$ cat config.mk
export PLATFORM = sky130hd
export DESIGN_NAME = mlfq_level_scheduler
export DESIGN_NICKNAME = d
export VERILOG_FILES = /design/src/design/mlfq_pkg.sv /design/src/design/mlfq_ram.sv /design/src/design/mlfq_queue_ctrl.sv /design/src/design/mlfq_level_table.sv /design/src/design/mlfq_level_scheduler.sv
export SDC_FILE = /design/constraint.sdc
export NUM_CORES = 1
export LEC_CHECK = 0
export ABC_AREA = 1
export BUFFER_PORTS_ARGS = -buffer_cell sky130_fd_sc_hd__buf_2
export CAP_MARGIN = 20
export CORE_MARGIN = 4
export CORE_UTILIZATION = 46
export DETAILED_ROUTE_END_ITERATION = 6
export MAX_ROUTING_LAYER = met4
export PLACE_DENSITY = 0.65
export REMOVE_ABC_BUFFERS = 1
export SYNTH_ARGS = -nofsm -noshare
export SYNTH_HDL_FRONTEND = slang
export SYNTH_HIERARCHICAL = 1
export SYNTH_SLANG_ARGS = --single-unit
$ cat constraint.sdc
create_clock -name clk -period 7.05 [get_ports clk]
set_input_delay 0.705 -clock clk [delete_from_list [all_inputs] [get_ports clk]]
set_output_delay 0.705 -clock clk [all_outputs]
set_load 0.05 [all_outputs]
$ cat src/design/mlfq_pkg.sv
`default_nettype none

package mlfq_pkg;

    // Fixed field widths of the request and response beats.
    localparam int OP_W        = 2;
    localparam int ID_W        = 4;
    localparam int LEVEL_IN_W  = 3;
    localparam int LEVEL_OUT_W = 2;
    localparam int STATUS_W    = 2;

    // Default sizing handed to the top level.
    localparam int LEVEL_COUNT_DEF = 4;
    localparam int QUEUE_DEPTH_DEF = 16;
    localparam int ID_COUNT_DEF    = 16;

    // Operation codes.
    localparam logic [OP_W-1:0] OP_ENQUEUE  = 2'd0;
    localparam logic [OP_W-1:0] OP_SCHEDULE = 2'd1;
    localparam logic [OP_W-1:0] OP_QUERY    = 2'd2;

    // Status codes.
    localparam logic [STATUS_W-1:0] ST_OK        = 2'd0;
    localparam logic [STATUS_W-1:0] ST_EMPTY     = 2'd1;
    localparam logic [STATUS_W-1:0] ST_BAD_LEVEL = 2'd2;
    localparam logic [STATUS_W-1:0] ST_FULL      = 2'd3;

    typedef struct packed {
        logic [OP_W-1:0]       operation;
        logic [ID_W-1:0]       process_id;
        logic [LEVEL_IN_W-1:0] level;
    } mlfq_req_t;

    typedef struct packed {
        logic [STATUS_W-1:0]    status;
        logic [ID_W-1:0]        chosen_process;
        logic [LEVEL_OUT_W-1:0] run_level;
        logic [LEVEL_OUT_W-1:0] demote_level;
    } mlfq_rsp_t;

    // Outcome of the queue bookkeeping for one accepted beat.
    typedef struct packed {
        logic [STATUS_W-1:0]    status;
        logic [LEVEL_OUT_W-1:0] run_level;
        logic [LEVEL_OUT_W-1:0] demote_level;
        logic                   popped;
    } mlfq_dec_t;

    // Level table update issued when a scheduled id becomes known.
    typedef struct packed {
        logic                   en;
        logic [ID_W-1:0]        id;
        logic [LEVEL_OUT_W-1:0] run_level;
        logic [LEVEL_OUT_W-1:0] demote_level;
    } mlfq_tbl_wr_t;

endpackage

`default_nettype wire

$ cat src/design/mlfq_ram.sv
`default_nettype none

module mlfq_ram #(
    parameter int WIDTH = 4,
    parameter int DEPTH = 64
) (
    input  wire logic                     clk,
    input  wire logic                     we,
    input  wire logic [$clog2(DEPTH)-1:0] waddr,
    input  wire logic [WIDTH-1:0]         wdata,
    input  wire logic                     re,
    input  wire logic [$clog2(DEPTH)-1:0] raddr,
    output logic      [WIDTH-1:0]         rdata
);

    logic [WIDTH-1:0] mem_reg [DEPTH];
    logic [WIDTH-1:0] rdata_reg;

    // One write port, one registered read port; read data holds between reads.
    always_ff @(posedge clk)
    begin
        if (we)
        begin
            mem_reg[waddr] <= wdata;
        end
        if (re)
        begin
            rdata_reg <= mem_reg[raddr];
        end
    end

    assign rdata = rdata_reg;

endmodule

`default_nettype wire

$ cat src/design/mlfq_queue_ctrl.sv
`default_nettype none

module mlfq_queue_ctrl #(
    parameter int LEVEL_COUNT = 4,
    parameter int QUEUE_DEPTH = 16
) (
    input  wire logic                          clk,
    input  wire logic                          rst_n,
    input  wire logic                          accept,
    input  wire mlfq_pkg::mlfq_req_t           req,
    output mlfq_pkg::mlfq_dec_t                dec,
    output logic [mlfq_pkg::ID_W-1:0]          rd_id
);
    import mlfq_pkg::*;

    localparam int PTR_W   = (QUEUE_DEPTH > 1) ? $clog2(QUEUE_DEPTH) : 1;
    localparam int CNT_W   = $clog2(QUEUE_DEPTH + 1);
    localparam int LVL_W   = (LEVEL_COUNT > 1) ? $clog2(LEVEL_COUNT) : 1;
    localparam int ADDR_W  = LVL_W + PTR_W;
    localparam int RAM_DEPTH = 2 ** ADDR_W;

    logic [PTR_W-1:0] head_reg  [LEVEL_COUNT];
    logic [PTR_W-1:0] head_next [LEVEL_COUNT];
    logic [PTR_W-1:0] tail_reg  [LEVEL_COUNT];
    logic [PTR_W-1:0] tail_next [LEVEL_COUNT];
    logic [CNT_W-1:0] count_reg [LEVEL_COUNT];
    logic [CNT_W-1:0] count_next[LEVEL_COUNT];

    logic [LEVEL_COUNT-1:0] nonempty;
    logic [LEVEL_COUNT-1:0] overfull;
    logic [LVL_W-1:0]       pop_lvl;
    logic                   found;
    logic                   lvl_ok;
    logic [LVL_W-1:0]       sel_lvl;
    logic [PTR_W-1:0]       head_sel;
    logic [PTR_W-1:0]       tail_sel;
    logic [CNT_W-1:0]       count_sel;
    logic                   full;
    logic                   do_push;
    logic                   do_pop;
    logic [LVL_W-1:0]       demote_lvl;

    // Per-level occupancy flags.
    always_comb
    begin
        for (int i = 0; i < LEVEL_COUNT; i++)
        begin
            nonempty[i] = (count_reg[i] != '0);
            overfull[i] = (count_reg[i] > CNT_W'(QUEUE_DEPTH));
        end
    end

    // Lowest-numbered non-empty level wins.
    always_comb
    begin
        pop_lvl = '0;
        found   = 1'b0;
        for (int i = LEVEL_COUNT - 1; i >= 0; i--)
        begin
            if (nonempty[i])
            begin
                pop_lvl = LVL_W'(i);
                found   = 1'b1;
            end
        end
    end

    // The one level that this beat touches.
    assign lvl_ok = ({1'b0, req.level} < (LEVEL_IN_W + 1)'(LEVEL_COUNT));

    always_comb
    begin
        if (req.operation == OP_SCHEDULE)
        begin
            sel_lvl = pop_lvl;
        end
        else if (lvl_ok)
        begin
            sel_lvl = LVL_W'(req.level);
        end
        else
        begin
            sel_lvl = '0;
        end
    end

    assign head_sel  = head_reg[sel_lvl];
    assign tail_sel  = tail_reg[sel_lvl];
    assign count_sel = count_reg[sel_lvl];
    assign full      = (count_sel == CNT_W'(QUEUE_DEPTH));

    assign do_push = accept && (req.operation == OP_ENQUEUE) && lvl_ok && !full;
    assign do_pop  = accept && (req.operation == OP_SCHEDULE) && found;

    assign demote_lvl = (pop_lvl == LVL_W'(LEVEL_COUNT - 1)) ? pop_lvl : pop_lvl + LVL_W'(1);

    // Status and levels known at acceptance; the popped id comes from the RAM.
    always_comb
    begin
        dec.status       = ST_OK;
        dec.run_level    = '0;
        dec.demote_level = '0;
        dec.popped       = 1'b0;
        unique case (req.operation)
            OP_ENQUEUE:
            begin
                if (!lvl_ok)
                begin
                    dec.status = ST_BAD_LEVEL;
                end
                else if (full)
                begin
                    dec.status = ST_FULL;
                end
            end
            OP_SCHEDULE:
            begin
                if (!found)
                begin
                    dec.status = ST_EMPTY;
                end
                else
                begin
                    dec.popped       = 1'b1;
                    dec.run_level    = LEVEL_OUT_W'(pop_lvl);
                    dec.demote_level = LEVEL_OUT_W'(demote_lvl);
                end
            end
            default:
            begin
                dec.status = ST_OK;
            end
        endcase
    end

    // Ring pointer and count updates.
    always_comb
    begin
        head_next  = head_reg;
        tail_next  = tail_reg;
        count_next = count_reg;
        if (do_push)
        begin
            tail_next[sel_lvl]  = (tail_sel == PTR_W'(QUEUE_DEPTH - 1)) ?
                                  '0 : tail_sel + PTR_W'(1);
            count_next[sel_lvl] = count_sel + CNT_W'(1);
        end
        if (do_pop)
        begin
            head_next[sel_lvl]  = (head_sel == PTR_W'(QUEUE_DEPTH - 1)) ?
                                  '0 : head_sel + PTR_W'(1);
            count_next[sel_lvl] = count_sel - CNT_W'(1);
        end
    end

    always_ff @(posedge clk or negedge rst_n)
    begin
        if (!rst_n)
        begin
            for (int i = 0; i < LEVEL_COUNT; i++)
            begin
                head_reg[i]  <= '0;
                tail_reg[i]  <= '0;
                count_reg[i] <= '0;
            end
        end
        else
        begin
            head_reg  <= head_next;
            tail_reg  <= tail_next;
            count_reg <= count_next;
        end
    end

    // Shared id store, addressed by level and ring slot.
    mlfq_ram #(
        .WIDTH (ID_W),
        .DEPTH (RAM_DEPTH)
    ) u_store (
        .clk   (clk),
        .we    (do_push),
        .waddr ({sel_lvl, tail_sel}),
        .wdata (req.process_id),
        .re    (do_pop),
        .raddr ({sel_lvl, head_sel}),
        .rdata (rd_id)
    );

    // A level never holds more entries than its ring.
    a_no_overfull: assert property (@(posedge clk) disable iff (!rst_n)
        overfull == '0)
        else $error("level count above queue depth");

    // A push raises the touched level's count by one.
    a_push_count: assert property (@(posedge clk) disable iff (!rst_n)
        do_push && !do_pop |=> count_reg[$past(sel_lvl)] == $past(count_sel) + CNT_W'(1))
        else $error("push did not raise level count");

    // A pop lowers the touched level's count by one.
    a_pop_count: assert property (@(posedge clk) disable iff (!rst_n)
        do_pop && !do_push |=> count_reg[$past(sel_lvl)] == $past(count_sel) - CNT_W'(1))
        else $error("pop did not lower level count");

endmodule

`default_nettype wire

$ cat src/design/mlfq_level_table.sv
`default_nettype none

module mlfq_level_table #(
    parameter int ID_COUNT = 16
) (
    input  wire logic                             clk,
    input  wire logic                             rst_n,
    input  wire mlfq_pkg::mlfq_tbl_wr_t           wr,
    input  wire logic [mlfq_pkg::ID_W-1:0]        rd_id,
    output logic      [mlfq_pkg::LEVEL_OUT_W-1:0] rd_run_level,
    output logic      [mlfq_pkg::LEVEL_OUT_W-1:0] rd_demote_level
);
    import mlfq_pkg::*;

    // Ids are four bits wide, so no more than sixteen entries can be reached.
    localparam int TBL_DEPTH = (ID_COUNT < (2 ** ID_W)) ? ID_COUNT : (2 ** ID_W);
    localparam int IDX_W     = (TBL_DEPTH > 1) ? $clog2(TBL_DEPTH) : 1;

    logic [LEVEL_OUT_W-1:0] run_reg    [TBL_DEPTH];
    logic [LEVEL_OUT_W-1:0] demote_reg [TBL_DEPTH];
    logic                   wr_in_range;
    logic                   rd_in_range;
    logic [IDX_W-1:0]       wr_idx;
    logic [IDX_W-1:0]       rd_idx;

    assign wr_in_range = (32'(wr.id) < ID_COUNT);
    assign rd_in_range = (32'(rd_id) < ID_COUNT);
    assign wr_idx      = IDX_W'(wr.id);
    assign rd_idx      = IDX_W'(rd_id);

    // Recorded levels per id, cleared at reset.
    always_ff @(posedge clk or negedge rst_n)
    begin
        if (!rst_n)
        begin
            for (int i = 0; i < TBL_DEPTH; i++)
            begin
                run_reg[i]    <= '0;
                demote_reg[i] <= '0;
            end
        end
        else if (wr.en && wr_in_range)
        begin
            run_reg[wr_idx]    <= wr.run_level;
            demote_reg[wr_idx] <= wr.demote_level;
        end
    end

    // Ids beyond the table read as zero.
    assign rd_run_level    = rd_in_range ? run_reg[rd_idx]    : '0;
    assign rd_demote_level = rd_in_range ? demote_reg[rd_idx] : '0;

    // A recorded demote level is never below its run level.
    a_demote_order: assert property (@(posedge clk) disable iff (!rst_n)
        rd_demote_level >= rd_run_level || !rd_in_range || rd_run_level == 2'd0)
        else $error("recorded demote level below run level");

    // An in-range write lands in the table.
    a_write_lands: assert property (@(posedge clk) disable iff (!rst_n)
        wr.en && wr_in_range |=> run_reg[$past(wr_idx)] == $past(wr.run_level)
            && demote_reg[$past(wr_idx)] == $past(wr.demote_level))
        else $error("table write lost");

    // An id outside the range reads as zero.
    a_rd_zero: assert property (@(posedge clk) disable iff (!rst_n)
        !rd_in_range |-> rd_run_level == '0 && rd_demote_level == '0)
        else $error("out of range id read nonzero");

endmodule

`default_nettype wire

$ cat src/design/mlfq_level_scheduler.sv
`default_nettype none

// Channel  Direction  Handshake            Beat
// req      in         req_valid/req_ready  mlfq_req_t {operation, process_id, level}
// rsp      out        rsp_valid/rsp_ready  mlfq_rsp_t {status, chosen_process, run_level,
//                                                      demote_level}
//
// One request beat is taken per cycle while req_ready is high; it passes the middle
// stage and the output register. The middle stage covers the registered read port of
// the id store RAM: a schedule waits on it before its popped id and table update are known.
// Reset clears ring pointers, level counts and both level tables at once; the id store
// is not cleared, since only entries written by an enqueue are read.
// With rsp_ready low the response holds, the middle stage fills, then req_ready drops.
module mlfq_level_scheduler #(
    parameter int LEVEL_COUNT = mlfq_pkg::LEVEL_COUNT_DEF,
    parameter int QUEUE_DEPTH = mlfq_pkg::QUEUE_DEPTH_DEF,
    parameter int ID_COUNT    = mlfq_pkg::ID_COUNT_DEF
) (
    input  wire logic                clk,
    input  wire logic                rst_n,
    input  wire logic                req_valid,
    output logic                     req_ready,
    input  wire mlfq_pkg::mlfq_req_t req,
    output logic                     rsp_valid,
    input  wire logic                rsp_ready,
    output mlfq_pkg::mlfq_rsp_t      rsp
);
    import mlfq_pkg::*;

    typedef struct packed {
        logic [OP_W-1:0] operation;
        logic [ID_W-1:0] process_id;
        mlfq_dec_t       dec;
    } mlfq_stage_t;

    logic                   accept;
    mlfq_dec_t              dec;
    logic [ID_W-1:0]        store_id;
    logic                   s1_valid_reg;
    logic                   s1_valid_next;
    mlfq_stage_t            s1_reg;
    logic                   s1_adv;
    logic                   out_valid_reg;
    logic                   out_valid_next;
    mlfq_rsp_t              out_reg;
    mlfq_rsp_t              out_next;
    mlfq_tbl_wr_t           tbl_wr;
    logic [LEVEL_OUT_W-1:0] tbl_run;
    logic [LEVEL_OUT_W-1:0] tbl_demote;

    // Handshake: the middle stage moves on whenever the output slot is free or drains.
    assign s1_adv    = s1_valid_reg && (!out_valid_reg || rsp_ready);
    assign req_ready = !s1_valid_reg || s1_adv;
    assign accept    = req_valid && req_ready;

    // Queue bookkeeping and the id store.
    mlfq_queue_ctrl #(
        .LEVEL_COUNT (LEVEL_COUNT),
        .QUEUE_DEPTH (QUEUE_DEPTH)
    ) u_queue (
        .clk    (clk),
        .rst_n  (rst_n),
        .accept (accept),
        .req    (req),
        .dec    (dec),
        .rd_id  (store_id)
    );

    // Recorded levels: written by a schedule, read by a query, both as the beat leaves s1.
    assign tbl_wr.en           = s1_adv && s1_reg.dec.popped;
    assign tbl_wr.id           = store_id;
    assign tbl_wr.run_level    = s1_reg.dec.run_level;
    assign tbl_wr.demote_level = s1_reg.dec.demote_level;

    mlfq_level_table #(
        .ID_COUNT (ID_COUNT)
    ) u_table (
        .clk             (clk),
        .rst_n           (rst_n),
        .wr              (tbl_wr),
        .rd_id           (s1_reg.process_id),
        .rd_run_level    (tbl_run),
        .rd_demote_level (tbl_demote)
    );

    // Response assembly.
    always_comb
    begin
        out_next.status         = s1_reg.dec.status;
        out_next.chosen_process = s1_reg.dec.popped ? store_id : s1_reg.process_id;
        if (s1_reg.operation == OP_QUERY)
        begin
            out_next.run_level    = tbl_run;
            out_next.demote_level = tbl_demote;
        end
        else
        begin
            out_next.run_level    = s1_reg.dec.run_level;
            out_next.demote_level = s1_reg.dec.demote_level;
        end
    end

    // Valid flags of both stages.
    always_comb
    begin
        s1_valid_next  = accept ? 1'b1 : (s1_adv ? 1'b0 : s1_valid_reg);
        out_valid_next = s1_adv ? 1'b1 : (rsp_ready ? 1'b0 : out_valid_reg);
    end

    always_ff @(posedge clk or negedge rst_n)
    begin
        if (!rst_n)
        begin
            s1_valid_reg  <= 1'b0;
            out_valid_reg <= 1'b0;
        end
        else
        begin
            s1_valid_reg  <= s1_valid_next;
            out_valid_reg <= out_valid_next;
        end
    end

    // Payload registers.
    always_ff @(posedge clk)
    begin
        if (accept)
        begin
            s1_reg.operation  <= req.operation;
            s1_reg.process_id <= req.process_id;
            s1_reg.dec        <= dec;
        end
        if (s1_adv)
        begin
            out_reg <= out_next;
        end
    end

    assign rsp_valid = out_valid_reg;
    assign rsp       = out_reg;

    // A beat leaving the middle stage is offered at the output next cycle.
    a_adv_shows: assert property (@(posedge clk) disable iff (!rst_n)
        s1_adv |=> rsp_valid)
        else $error("advanced beat not presented");

    // Error responses carry no levels.
    a_err_levels: assert property (@(posedge clk) disable iff (!rst_n)
        rsp_valid && rsp.status != ST_OK |-> rsp.run_level == '0 && rsp.demote_level == '0)
        else $error("error response carries levels");

    // A blocked middle stage keeps its beat.
    a_s1_hold: assert property (@(posedge clk) disable iff (!rst_n)
        s1_valid_reg && !s1_adv |=> s1_valid_reg && $stable(s1_reg))
        else $error("middle stage lost a beat");

endmodule

`default_nettype wire
Yosys cells after proc, flatten, opt, wreduce, memory -nomap -nowiden:

Memories as Yosys holds them, arrays and structs flattened. A register that Yosys moved wholly into a read port is not among the register bits.
Cells that the tools add are included.

* flip-flop bits (word level): 141
* memory bits (writable): 256
* bits of input ports: 13
* output and inout port bits: 12
* logic and storage cells: 155
* memories: 1

* $add $sub $neg: 5
* $lt $le $gt $ge: 6
* equality and inequality tests: 6
* multiplexer cells: 55
* bitwise operators: 3
* reduce and logical (&&, ||, !) cells: 23

Memories
* u_queue.u_store.mem_reg: depth 64, width 4, rd ports 1, clocked after Yosys merged registers in 1, wr ports 1, RTL line mlfq_ram.sv:16 `logic [WIDTH-1:0] mem_reg [DEPTH];`

Operator list (number)
* bitwise mux 32 bit: 2
* bitwise mux 20 bit: 2
* 2-to-1 mux 20 bit: 2
* 2-to-1 mux 4 bit: 9
* bitwise mux 16 bit: 2
* 2-to-1 mux 2 bit: 14
* nonzero test 5 bit: 4
* binary-select mux 2 bit (select 4 bit): 2
* binary-select mux 4 bit (select 2 bit): 2
* 2-to-1 mux 5 bit: 3
* 2-to-1 mux 1 bit: 12
* binary-select mux 5 bit (select 2 bit): 1
* demux 5 bit (select 2 bit): 1
* >= comparator 5 bit (second input constant): 2
* logical AND 1 bit: 10
* NOT 4 -> 5 bit: 2
* adder 4 x 1 -> 4 bit (second input constant): 2
* demux 2 bit (select 4 bit): 1
* demux 4 bit (select 2 bit): 1
* equality test 4 bit (second input constant): 2
* adder 5 x 1 -> 5 bit (second input constant): 1
* equality test 5 bit (second input constant): 1
* < comparator 5 x 1 -> 1 bit (second input constant): 1
* subtractor 5 x 1 -> 5 bit (second input constant): 1
* other kinds (13): 18

Logic depth before layout (Yosys ltp):

* depth after elaboration: 16
* mapped depth: 23
* gate-level depth less buffers: 21

By module:

The synthesis kept the hierarchy.

Modules (own cells, without submodules)
* mlfq_ram: instances 1, cells an instance 948, area each 10921.7 µm², sequential area each 7807.5 µm²
* mlfq_queue_ctrl: instances 1, cells an instance 495, area each 3467.1 µm², sequential area each 1301.2 µm²
* mlfq_level_table: instances 1, cells an instance 433, area each 3186.8 µm², sequential area each 1601.5 µm²
* mlfq_level_scheduler: instances 1, cells an instance 63, area each 892.1 µm², sequential area each 740.7 µm²

Worst setup path after synthesis:

OpenSTA, ideal clock, no wires.

* kind: input port to flip-flop
* start point: in req[8] (netlist bit)
* end point: mem u_queue.u_store.mem_reg[48][0], enable pin
* library setup time: 0.377 ns
* arrival: 3.284 ns
* required time: 6.673 ns
* setup slack: 3.389 ns
* cell stages on the path: 18
* path buffers: 2
* path through: inv_1 -> nand2_2 -> nor2_4 -> nand2_4 -> nand2_4 -> buf_6 -> o21ai_1 -> nand2_1 -> nand2_2 -> ha_1 -> inv_1 -> nor2_2 -> nand3_1 -> nand2_1 -> inv_1 -> clkbuf_1 -> nand4_1 -> nor4_1

* longest elaborated chain between the ends: 11
* elaborated cells on any way between the ends: 17
* those cells by class: 2 x eq/ne; 9 x mux; 1 x bitwise; 5 x reduce/logical

Ends and longest elaborated chain
* start, declared: RTL line mlfq_level_scheduler.sv:23 `input wire mlfq_pkg::mlfq_req_t req,`
* equality test 2 x 1 -> 1 bit: RTL line mlfq_queue_ctrl.sv:73 `if (req.operation == OP_SCHEDULE)`
* 2-to-1 mux 2 bit: RTL line mlfq_queue_ctrl.sv:73
* named net u_queue.sel_lvl[0]: RTL line mlfq_queue_ctrl.sv:34 `logic [LVL_W-1:0] sel_lvl;`
* NOT 2 -> 3 bit (not written as such): RTL line mlfq_queue_ctrl.sv:89 `assign count_sel = count_reg[sel_lvl];`
* binary-select mux 5 bit (select 2 bit): RTL line mlfq_queue_ctrl.sv:89
* 2-to-1 mux 5 bit (not written as such) (2 in series): RTL line mlfq_queue_ctrl.sv:89
* equality test 5 bit: RTL line mlfq_queue_ctrl.sv:90 `assign full = (count_sel == CNT_W'(QUEUE_DEPTH));`
* zero test 1 bit: RTL line mlfq_queue_ctrl.sv:92 `assign do_push = accept && (req.operation == OP_ENQUEUE) && lvl_ok && !full;`
* logical AND 1 bit: RTL line mlfq_queue_ctrl.sv:92
* named net u_queue.do_push: RTL line mlfq_queue_ctrl.sv:39 `logic do_push;`
* 2-to-1 mux 1 bit: RTL line mlfq_ram.sv:22 `if (we)`
* 2-to-1 mux 1 bit (not written as such): RTL line mlfq_ram.sv:24 `mem_reg[waddr] <= wdata;`
* end, declared: RTL line mlfq_ram.sv:16

The timed path passes the listed nets, and every way through them passes these cells. The select of a mux whose other input is x is not followed.

Worst setup path in the final report:

* start point: reg u_queue/count_reg[12] (netlist bit)
* end point: mem u_queue.u_store.mem_reg[29][2], enable pin

* longest elaborated chain between the ends: 13
* elaborated cells on any way between the ends: 16
* those cells by class: 1 x eq/ne; 11 x mux; 1 x bitwise; 3 x reduce/logical

Ends and longest elaborated chain
* start, declared: RTL line mlfq_queue_ctrl.sv:26 `logic [CNT_W-1:0] count_reg [LEVEL_COUNT];`
* start signal, assigned: RTL line mlfq_queue_ctrl.sv:171 `count_reg <= count_next;`
* nonzero test 5 bit: RTL line mlfq_queue_ctrl.sv:48 `nonempty[i] = (count_reg[i] != '0);`
* 2-to-1 mux 2 bit (2 in series): RTL line mlfq_queue_ctrl.sv:60 `if (nonempty[i])`
* 2-to-1 mux 2 bit: RTL line mlfq_queue_ctrl.sv:73
* NOT 2 -> 3 bit (not written as such): RTL line mlfq_queue_ctrl.sv:89
* binary-select mux 5 bit (select 2 bit) (*): RTL line mlfq_queue_ctrl.sv:89
* 2-to-1 mux 5 bit (not written as such) (*) (2 in series): RTL line mlfq_queue_ctrl.sv:89
* equality test 5 bit (*): RTL line mlfq_queue_ctrl.sv:90
* zero test 1 bit (*): RTL line mlfq_queue_ctrl.sv:92
* logical AND 1 bit (*): RTL line mlfq_queue_ctrl.sv:92
* named net u_queue.do_push: RTL line mlfq_queue_ctrl.sv:39
* 2-to-1 mux 1 bit (*): RTL line mlfq_ram.sv:22
* 2-to-1 mux 1 bit (not written as such) (*): RTL line mlfq_ram.sv:24

The timed path passes the listed nets; every way through them passes the cells marked *. The select of a mux whose other input is x is not followed.

==> metrics.cfg <==
[run_status]
status = finished with violations
violations = DRC

[global_route]
met1_usage = 0.2824
grt.total_usage = 0.2104
grt_overflow = 0
grt_first_pass_wirelength_um = 71710
use_met3 = 0.03408
grt_pass1_vias = 13290
grt_busiest_layer = met2
grt.met2_usage = 0.3361
grt_max_degree = 104
antenna_found_initial = 0

[floorplan]
dieWidth_um = 208.4
rows = 73
start_util = 0.4648
die_h_um = 208.4
die-area_mm2 = 0.04342
core_mm2 = 0.03973
ios = 25

[critical_path]
critPathMaxFanout = 31
crit_required_ps = 7260
r2r_cells = 18
reg2reg_slack_ps = 2030
end_kind = register
r2r-end = u_queue/u_store/mem_reg[29][2]
rr_startpoint = u_queue/count_reg[12]
path_class = reg2reg
startpoint_type = register
crit_arrival_ps = 5230

[pwr]
p_clk_frac = 0.323
p_leak_uw = 0.008320
power_density_mw_per_mm2 = 344.1
pwr-share-seq = 0.410
sw_frac_of_total = 0.3358
ir_worst_vdd_mv = 0.3073
comb_power_share = 0.267
p_int_uw = 4633
switchingPower_uw = 2342

[synth]
synth_edf_count = 283
yosys.area.top_type = edfxtp_1
syn_avg_cell_area_um2 = 9.524
yosys_warnings = 6
ys_ff_latch = 401
synthCells = 1939
synthArstFlopShare = 0.2943
yosysSeqAreaShare = 0.6201
synth.cell_area_mm2 = 0.01847
yosys.area.top_type_share = 0.4602
synth_area_leaders = edfxtp_1 (46%), dfrtp_1 (16%), nand2_1 (15%)
ys_types = 43
yosysMostFrequentCell = nand2_1
synthFlopType = edfxtp_1
yosys-top-cells-count = nand2_1 (715), nand3_1 (335), edfxtp_1 (283)

[timing]
tightest_slew_ps = 1044
slew-limit-headroom = 0.3041
skew_ps = 21.85
max_freq_mhz = 199.2
hold_viol = 0
fin_crit_sh = 0.7121
final_critical_path_setup_slack_ps = 2030
grt_setup_unrepaired = false
period_minus_slack_ps = 5020
setup_viol = 0
maxSlewViolCount = 0

[clock_tree]
clk_latency_ps = 570
numCtsBuffers = 43
cts-root-buf = clkbuf_16
cts-hold-fix-buffers = 0
htreeDepth = 2
cts_resized = 0
cts_tree = done
cts_max_path_buffers = 3
cts.sinks = 401
post_cts_buffers = 0
clk_pin_slew_ps = 60

[layout]
antenna_cells = 0
fin_area_mm2 = 0.02027
seq_area_mm2 = 0.01145
drive_above_1_share = 0.07976
area_growth_pct = 9.742
nets = 1964
fillers = 3576
multi_input_area_mm2 = 0.005902
largest_reg_flops = 256

[drt]
vias = 13620
drc_errors = 1
ant_nets = 0
first_pass_iters = 7
post_drt_wl_per_cell_um = 17.79
drt_iter0_drc = 1392
via_per_inst = 5.434
wl_um = 44580

[placement]
port-buffer-count = 24
gp_congestion = 0.9276
hpwlAfterDp_um = 27120
place_ws_ps = 1768
placed_cell_area_mm2 = 0.01879

[job]
drv_cap = 0

[min_path]
hp-class = in2async

## cells by family after synthesis
logic type | after synthesis | share of synthesized area
fa+ha+maj | 4 | 0.002710
compound gates | 99 | 0.02920
simple gates | 1200 | 0.2831
flops | 401 | 0.6201
xor+xnor | 8 | 0.004608
buf+inv | 227 | 0.06037
## worst max-delay path by stage
stage / start / endpoint / slack [ps] / cells past startpoint
after global routing: u_queue/count_reg[1] / u_queue/u_store/mem_reg[40][1] / 1550 / 18
after detailed placement: req[8] / u_queue/u_store/mem_reg[5][3] / 1770 / 17
final: u_queue/count_reg[12] / u_queue/u_store/mem_reg[29][2] / 2030 / 18
after CTS: u_queue/count_reg[12] / u_queue/u_store/mem_reg[45][2] / 2080 / 18
after floorplan: req[8] / u_queue/u_store/rdata[2] / -540 / 17
after global placement: req[8] / u_queue/u_store/mem_reg[45][0] / 1940 / 17
## per-stage QoR
stage	util	TNS [ps]	instances	total power, uW	hold WS, ps
after floorplan	-	-2151	1864	4202	400.3
after global placement	0.4728	0	2424	4686	402.1
after detailed placement	0.4728	0	2424	4711	412.1
after CTS	0.5082	0	2503	6974	143.7
after global routing	0.5101	0	2506	7362	179.2
final	0.5101	0	2506	6975	132.1
## critical path: stages, from the launching register on
cell and delay (ps):
dfrtp_1 380, inv_1 90, nand3_1 120, nor2_4 180, nand2_2 100, nand2_4 120
nand2_4 240, nand2_1 130, o21ai_1 70, nand2_1 120, nand2_2 90, ha_1 220
inv_1 90, nor2_2 50, nand3_1 390, nand2_1 430, inv_1 490, nand4_1 740
nor2_1 570
## metal layers
metal | part of all wire | up-vias
met3 | 0.068 | 79
met4 | 0.024 | 0
met1 | 0.43 | 6564
met5 | 0 | -
met2 | 0.47 | 497
li1 | - | 6478
## placed cells by master, fill, tap and decap left out, drive strengths merged
master    n
a21boi    3
a21oi     2
a22oi     2
a31oi     1
buf      38
bufinv    5
clkbuf   55
clkinv   23
dfrtp   118
edfxtp  283
ha        4
inv     148
nand2   728
nand3   342
nand4    21
nor2     94
nor3      2
nor4      8
o21ai    87
o22ai     4
or2       5
xnor2     2
xor2      6
## final cells by class
type,instances,share of cell area
flip-flops and latches,401,0.5650
clock inverters,24,0.01247
well taps,525,0.03241
inverters,152,0.02821
clock buffers,55,0.05686
multi-input cells,1311,0.2912
repair buffers,38,0.01383
## power by group through the flow
stage	combinational, uW	sequential, uW	clock, uW
after floorplan	1300	2900	0
after global routing	2080	2880	2400
after detailed placement	1810	2900	0
final	1860	2860	2260
after global placement	1790	2900	0
after CTS	1820	2860	2300
No activity file was read; power rests on OpenSTA's default activity.
